File: src/hw/rtl/irb_pkg.sv
// Shared types and constants of the image resize block.
`default_nettype none
package irb_pkg;

  localparam int FRAC_W  = 16;
  localparam int SCALE_W = 23;  // Q.16 scale, integer part up to 127
  localparam int POS_W   = 33;  // 10-bit coordinate times scale

  typedef enum logic [2:0] {
    CFG_INTERP_MODE   = 3'd0,
    CFG_CORNER_ALIGN  = 3'd1,
    CFG_IN_HEIGHT     = 3'd2,
    CFG_IN_WIDTH      = 3'd3,
    CFG_OUT_HEIGHT    = 3'd4,
    CFG_OUT_WIDTH     = 3'd5,
    CFG_CHANNEL_COUNT = 3'd6
  } cfg_reg_t;

  typedef struct packed {
    logic start;
    logic zero;  // divisor is zero: result is 0 at once
  } div_req_t;

endpackage
`default_nettype wire

File: src/hw/rtl/irb_div.sv
// Restoring divider for the Q.16 scale: ({num, 16'b0}) / den, one bit per cycle.
`default_nettype none
module irb_div (
  input  wire logic                          clk,
  input  wire logic                          rst,
  input  wire irb_pkg::div_req_t             req,
  input  wire logic [6:0]                    num,
  input  wire logic [10:0]                   den,
  output logic                               busy,
  output logic [irb_pkg::SCALE_W-1:0]        quot
);
  import irb_pkg::*;

  logic [4:0]         cnt;
  logic [10:0]        rem;
  logic [10:0]        dreg;
  logic [SCALE_W-1:0] dsh;
  logic [11:0]        trial;
  logic [11:0]        diff;
  logic               ge;

  assign trial = {rem, dsh[SCALE_W-1]};
  assign ge    = trial >= {1'b0, dreg};
  assign diff  = trial - {1'b0, dreg};

  always_ff @(posedge clk) begin
    if (rst) begin
      busy <= 1'b0;
    end else if (req.start) begin
      quot <= '0;
      rem  <= '0;
      dreg <= den;
      dsh  <= {num, {FRAC_W{1'b0}}};
      cnt  <= 5'(SCALE_W - 1);
      busy <= !req.zero;
    end else if (busy) begin
      dsh  <= {dsh[SCALE_W-2:0], 1'b0};
      quot <= {quot[SCALE_W-2:0], ge};
      rem  <= ge ? diff[10:0] : trial[10:0];
      if (cnt == '0) begin
        busy <= 1'b0;
      end else begin
        cnt <= cnt - 5'd1;
      end
    end
  end
endmodule
`default_nettype wire

File: config.mk
export PLATFORM = sky130hd
export DESIGN_NAME = irb_div
export DESIGN_NICKNAME = d
export VERILOG_FILES = /design/src/hw/rtl/irb_pkg.sv /design/src/hw/rtl/irb_div.sv
export SDC_FILE = /design/constraint.sdc
export NUM_CORES = 1
export LEC_CHECK = 0
export ABC_AREA = 1
export ABC_CLOCK_PERIOD_IN_PS = 2900
export BUFFER_PORTS_ARGS = -buffer_cell sky130_fd_sc_hd__buf_2
export CAP_MARGIN = 10
export CORE_MARGIN = 2
export CORE_UTILIZATION = 51
export CTS_BUF_LIST = sky130_fd_sc_hd__clkbuf_16
export DETAILED_ROUTE_END_ITERATION = 8
export PLACE_DENSITY = 0.75
export SYNTH_ARGS = -nofsm -noshare
export SYNTH_HDL_FRONTEND = slang
export SYNTH_SLANG_ARGS = --single-unit
File: constraint.sdc
create_clock -name clk -period 2.9 [get_ports clk]
set_clock_uncertainty 0.15 [all_clocks]
set_input_delay 0.435 -clock clk [delete_from_list [all_inputs] [get_ports clk]]
set_output_delay 0.435 -clock clk [all_outputs]
set_load 0.02 [all_outputs]
==> results of run 1 <==
==> area by class of cell <==
class	instances	area [µm²]	area share [%]
sequential	58	1732	46.27
multi-input combinational	208	1061	28.35
inverter	76	285.3	7.623
timing repair buffer	50	275.3	7.355
clock buffer	9	225.2	6.018
tap	75	93.84	2.508
clock inverter	7	70.07	1.872
==> cell usage after synthesis (all sizes together) <==
library cell / count
xnor2: 3
inv: 76
nor3: 2
buf: 6
nor2: 62
o22ai: 1
edfxtp: 57
clkbuf: 4
o21ai: 1
xor2: 2
dfxtp: 1
fa: 1
nand3: 15
a21oi: 5
nand4: 13
o211ai: 1
nand2: 89
ha: 13
==> state kept, by name, indices dropped and copies added (netlist names) <==
register / count
busy: 1
cnt: 5
dsh: 7
rem: 11
dreg: 11
quot: 23
==> cell families after synthesis <==
group | share of synthesized area [%]
simple gates | 24.97
fa+ha+maj | 5.824
buf+inv | 11.21
compound gates | 1.396
xor+xnor | 1.396
flops | 55.21
==> worst register-to-register path: stages (launching register included) <==
cell	delay (ps)
sky130_fd_sc_hd__edfxtp_1	370
sky130_fd_sc_hd__ha_1	240
sky130_fd_sc_hd__fa_1	410
sky130_fd_sc_hd__inv_1	90
sky130_fd_sc_hd__nand3_1	80
sky130_fd_sc_hd__nand3_2	120
sky130_fd_sc_hd__nand3_2	230
sky130_fd_sc_hd__nand3_2	140
sky130_fd_sc_hd__nor2_2	110
sky130_fd_sc_hd__nor2_1	130
sky130_fd_sc_hd__nor2_1	50
==> report_power, final <==
group	switching (mW)	total [mW]	internal, mW	leakage [nW]
Clock	0.360	1.02	0.660	0.135
Sequential	0.0250	1.02	0.991	0.554
Combinational	0.246	0.382	0.136	1.16
Total	0.631	2.42	1.79	1.85
==> layer usage <==
metal | up-vias | track usage [%]
met5 | - | 0
met4 | 0 | 10.67
met3 | 13 | 5.761
met2 | 60 | 30.97
met1 | 1069 | 26.24
li1 | 1203 | -
==> cells in the final DEF (no fill, tap or decap), types with 4 or more instances in the layout <==
| master | count |
|---|---|
| sky130_fd_sc_hd__nand2_1 | 87 |
| sky130_fd_sc_hd__inv_1 | 76 |
| sky130_fd_sc_hd__nor2_1 | 58 |
| sky130_fd_sc_hd__edfxtp_1 | 57 |
| sky130_fd_sc_hd__buf_2 | 45 |
| sky130_fd_sc_hd__ha_1 | 13 |
| sky130_fd_sc_hd__nand4_1 | 12 |
| sky130_fd_sc_hd__nand3_1 | 11 |
| sky130_fd_sc_hd__clkbuf_16 | 9 |
| sky130_fd_sc_hd__a21oi_1 | 5 |
| sky130_fd_sc_hd__nand3_2 | 4 |
| sky130_fd_sc_hd__buf_4 | 4 |
==> stage by stage <==
stage	setup slack [ps]	total power [mW]	area [µm²]	instances	utilization [%]
finish	545.8	2.417	3742	483	63.21
global route	282.0	2.531	3742	483	63.21
CTS	523.3	2.441	3742	483	63.21
detailed placement	539.6	1.412	3447	467	58.22
global placement	610.8	1.400	3447	467	58.22
floorplan	515.4	1.312	3139	352	-
==> worst min path at each step <==
stage	depth (start not counted)	start	end
2_1_floorplan	2	dsh[16]	dsh[17]
3_3_place_gp	2	dsh[20]	dsh[21]
3_5_place_dp	2	dsh[18]	dsh[19]
4_1_cts	1	den[3]	dreg[3]
5_1_grt	1	den[4]	dreg[4]
6_report	1	den[2]	dreg[2]
==> reports/metrics.yaml, run 1 <==
worst_setup_path:
  worstPathMaxFanout: 12
  critical-path-max-stage-delay_ps: 410
  worst-r2r-setup-slack_ps: 550
  cpMostUsedCell: "sky130_fd_sc_hd__nand3_2"
  total_number_of_cells_along_the_worst_setup_path: 10
  critical_path.reg2reg.endpoint: "rem[9]"
  start_kind: "register"
  timing.setup.critical_path_class: "reg2reg"
  worstRegToRegCells: 10
  timing.critical_path.required_ps: 2830
  worstPathCellList: "ha_1 > fa_1 > inv_1 > nand3_1 > nand3_2 > nand3_2 > nand3_2 > nor2_2 > nor2_1 > nor2_1"
  setup.worst_path.end: "rem[9]"
  crit_arrival_ps: 2280
  critical_path.startpoint: "dreg[0]"
  critPathTopFamily: "simple AND/OR/NAND/NOR gates"
  endpoint_kind: "register"
  crit_path_top_delay_cell: "sky130_fd_sc_hd__fa_1"
  reg_to_reg_critical_path_startpoint: "dreg[0]"
  path_buf_inv: 1
hold_path:
  worstHoldPathType: "in2reg"
floorplanning:
  floorplan.die.height_um: 82.43
  die-width_um: 82.43
  core_area_um2: 5921
  top_level_ports: 46
  full_die_area_um2: 6794
  floorplan.initialDensity_pct: 52.98
  rows: 28
synthesis:
  yosysTopAreaCellShare_pct: 54.57
  synth_largest_area_cell: "sky130_fd_sc_hd__edfxtp_1"
  synthesis.instances: 352
  syn_nets: 388
  ys_ff_latch: 58
  postSynthAreaPerCell_um2: 8.911
  synth_area_um2: 3137
  synth_cell_type_count: 25
  ys_seq_area_share_pct: 55.21
  synth_warnings: 0
  synth_area_leaders: "sky130_fd_sc_hd__edfxtp_1, sky130_fd_sc_hd__nand2_1, sky130_fd_sc_hd__inv_1"
global_route:
  grt_pass1_wl_mm: 10.14
  first_global_vias: 2290
  initial_antenna_violation_count: 0
  pin_count_of_the_biggest_net_entering_global_routing: 42
  grt_usage_pct: 20.28
  total_grt_overflow: 0
pwr:
  p_leak_nw: 1.851
  irDropWorstVdd_uv: 679.4
  power-per-cell-area_nw_per_um2: 645.9
clocking:
  numCtsBuffers: 9
  clock_tree.root_cell: "sky130_fd_sc_hd__clkbuf_16"
  count_of_h_tree_levels_built_during_cts: 3
  max-clock-path-buffers: 2
  post_cts.resized_instances: 0
  cts_sinks: 58
  clkTransAtPathRegs_ps: 60
  hold_fix_buffer_count_after_cts: 0
  clk-insertion-delay-late_ps: 330
  tritoncts: "done"
  post-cts-setup-buffers: 0
timing:
  tightest_slew_ps: 520.6
  timing_hold_violations_final: 0
  slew_headroom_pct: 65.25
  final.hold.worst_slack_ps: 130.4
  min_period_over_period_pct: 81.18
  fmax_mhz: 424.8
  setup-violations-final: 0
  final.min_clock_period_ps: 2354
  rsz0062_at_grt: "false"
  setup_total_negative_slack_ps: 0
  timing.final.max_slew_violations: 0
placed_design:
  dp.final_hpwl_mm: 4.277
  globalplace.congestion: 0.8654
  port_buffer_count: 45
route:
  highest_layer: "met4"
  drc: 0
  drt-met1-wl_mm: 2.678
  initial_drc_count: 121
  postRouteWirelength_mm: 5.976
  detail_route.vias_per_cell: 4.855
  route.vias.total: 2345
  wl_met2_mm: 2.824
  detailroute.wirelength.met3_um: 337
  first_pass_iters: 4
  post_drt_wl_per_cell_um: 12.37
  residual_antenna_violating_net_count_after_detailed_routing: 0
final_layout:
  flow.area_growth_from_synthesis_pct: 19.31
  drive_gt1_share_pct: 18.87
  antenna_cells: 0
  net_count_final: 439
  fillCellCount: 500
outcome:
  outcome: "completed"
run:
  drv.max_cap_violation_count: 0
No activity file was read; power rests on OpenSTA's default activity.
==> run 2, diff against run 1 <==
--- a/config.mk
+++ b/config.mk
@@ -6,7 +6,7 @@
 export NUM_CORES = 1
 export LEC_CHECK = 0
 export ABC_AREA = 1
-export ABC_CLOCK_PERIOD_IN_PS = 2900
+export ABC_CLOCK_PERIOD_IN_PS = 1900
 export BUFFER_PORTS_ARGS = -buffer_cell sky130_fd_sc_hd__buf_2
 export CAP_MARGIN = 10
 export CORE_MARGIN = 2
==> constraint.sdc (replaced) <==
create_clock -name clk -period 1.9 [get_ports clk]
set_clock_uncertainty 0.15 [all_clocks]
set_input_delay 0.285 -clock clk [delete_from_list [all_inputs] [get_ports clk]]
set_output_delay 0.285 -clock clk [all_outputs]
set_load 0.02 [all_outputs]
==> reports/metrics.yaml, run 2 (synthesis gave the netlist of run 1 again) <==
floorplanning:
  top_level_ports: 46
  core_area_um2: 5921
  floorplan.die.height_um: 82.43
  floorplan.initialDensity_pct: 52.98
  full_die_area_um2: 6794
  rows: 28
  die-width_um: 82.43
final_layout:
  fillCellCount: 400
  flow.area_growth_from_synthesis_pct: 34.74
  final_cell_mix: "sky130_fd_sc_hd__nand2_1, sky130_fd_sc_hd__inv_1, sky130_fd_sc_hd__edfxtp_1"
  antenna_cells: 0
  drive_gt1_share_pct: 29.18
  layout.area.seq_um2: 1732
  layout.cells.most_common: "sky130_fd_sc_hd__nand2_1"
  layout_top_registers: "quot (23), dreg (11), rem (11)"
  net_count_final: 481
  postLayoutCoreUtil_pct: 71.39
  largest_reg_flops: 23
  regMostFlops: "quot"
  area_of_the_multi_input_gates_um2: 1206
worst_setup_path:
  worstPathCellList: "ha_4 > fa_2 > inv_2 > nand3_2 > nand3_2 > buf_4 > nand2_1 > nand3_1 > nand2_1 > nor2_2 > nor2_1"
  critical-path-max-stage-delay_ps: 410
  start_kind: "register"
  path_buf_inv: 2
  crit_arrival_ps: 2030
  timing.setup.critical_path_class: "reg2reg"
  critical_path.startpoint: "dreg[0]"
  reg_to_reg_critical_path_startpoint: "dreg[0]"
  timing.critical_path.required_ps: 1820
  crit_path_top_delay_cell: "sky130_fd_sc_hd__edfxtp_1"
  endpoint_kind: "register"
  worstPathMaxFanout: 3
  critPathTopFamily: "simple AND/OR/NAND/NOR gates"
global_route:
  pin_count_of_the_biggest_net_entering_global_routing: 42
  grt_pass1_wl_mm: 10.94
  initial_antenna_violation_count: 0
  grt_usage_pct: 22.05
  first_global_vias: 2494
  total_grt_overflow: 0
timing:
  min_period_over_period_pct: 111.3
  timing_hold_violations_final: 0
  tightest_slew_ps: 323.8
  slew_headroom_pct: 78.41
  timing.final.max_slew_violations: 0
  fmax_mhz: 473.1
  rsz0062_at_grt: "true"
  setup-violations-final: 12
  final.min_clock_period_ps: 2114
  setup_slack_ps: -213.9
placed_design:
  port_buffer_count: 45
  dp_slack_ps: -129.7
  globalplace.congestion: 0.8377
  dp.final_hpwl_mm: 4.510
route:
  first_pass_iters: 4
  post_drt_wl_per_cell_um: 13.48
  initial_drc_count: 140
  route.vias.total: 2580
  postRouteWirelength_mm: 7.063
  residual_antenna_violating_net_count_after_detailed_routing: 0
  detail_route.vias_per_cell: 4.924
  drc: 0
outcome:
  outcome: "finished, violations left"
  violations: "setup timing"
clocking:
  count_of_h_tree_levels_built_during_cts: 3
  numCtsBuffers: 9
  tritoncts: "done"
  clock_tree.root_cell: "sky130_fd_sc_hd__clkbuf_16"
  clkTransAtPathRegs_ps: 50
  max-clock-path-buffers: 2
  cts_sinks: 58
  clk-insertion-delay-late_ps: 310
pwr:
  design_power_total_mw: 3.862
  power-per-cell-area_nw_per_um2: 913.7
  p_leak_nw: 2.065
  irDropWorstVdd_uv: 975.7
run:
  drv.max_cap_violation_count: 0
hold_path:
  worstHoldPathType: "in2reg"
  worst_hold_startpoint: "req[0]"
run 2: changes by cell type in the layout (fill, tap and decap cells not counted), sizes merged:
cell | before | now
buf | 50 | 81
dlygate4sd3 | 0 | 11
clkinvlp | 3 | 0
inv | 76 | 78
run 2: layout make-up:
cell class | instances | share of cell area [%]
repair buffers | 92 | 14.98
multi-input cells | 208 | 28.54
clock inverters | 6 | 1.214
inverters | 76 | 6.750
flip-flops and latches | 58 | 40.97
clock buffers | 9 | 5.329
well taps | 75 | 2.220
run 2: timing repair:
| item | 4_1_cts | 5_1_grt |
|---|---|---|
| hold buffers | 11 | 0 |
| resized for setup | 15 | 18 |
| hold endpoints to repair | 11 | 0 |
| gates cloned | 1 | 0 |
| buffers inserted | 3 | 5 |
| endpoints found under the setup margin | 12 | 12 |
| pin swaps | 4 | 9 |
run 2: metrics by stage:
step	TNS [ps]	hold WS [ps]	std cells	instance area, µm²
4_1_cts	-1456	19.28	519	4113
6_report	-1972	31.74	524	4227
5_1_grt	-2762	15.84	524	4227
3_3_place_gp	-1188	312.7	489	3625
2_1_floorplan	-537.7	233.9	352	3159
3_5_place_dp	-1260	313.4	489	3625
run 2: worst paths after layout:
kind,end,depth (start not counted),slack [ps]
setup / recovery,rem[8],11,-210
hold / removal,busy,2,30
setup reg to reg,rem[8],11,-210
hold reg to reg,dsh[19],2,360
run 2: where the power goes:
part | internal (mW) | leakage (nW) | switching (mW)
registers | 1.51 | 0.554 | 0.0440
clock network | 0.984 | 0.145 | 0.498
logic | 0.353 | 1.37 | 0.469
run 2: routing by layer:
metal	global-route usage [%]	routed length, µm	part of all wire [%]
met5	0	0	0
met4	8.833	122	1.7
met3	5.109	325	4.6
met2	36.94	3529	50
met1	27.61	3086	44
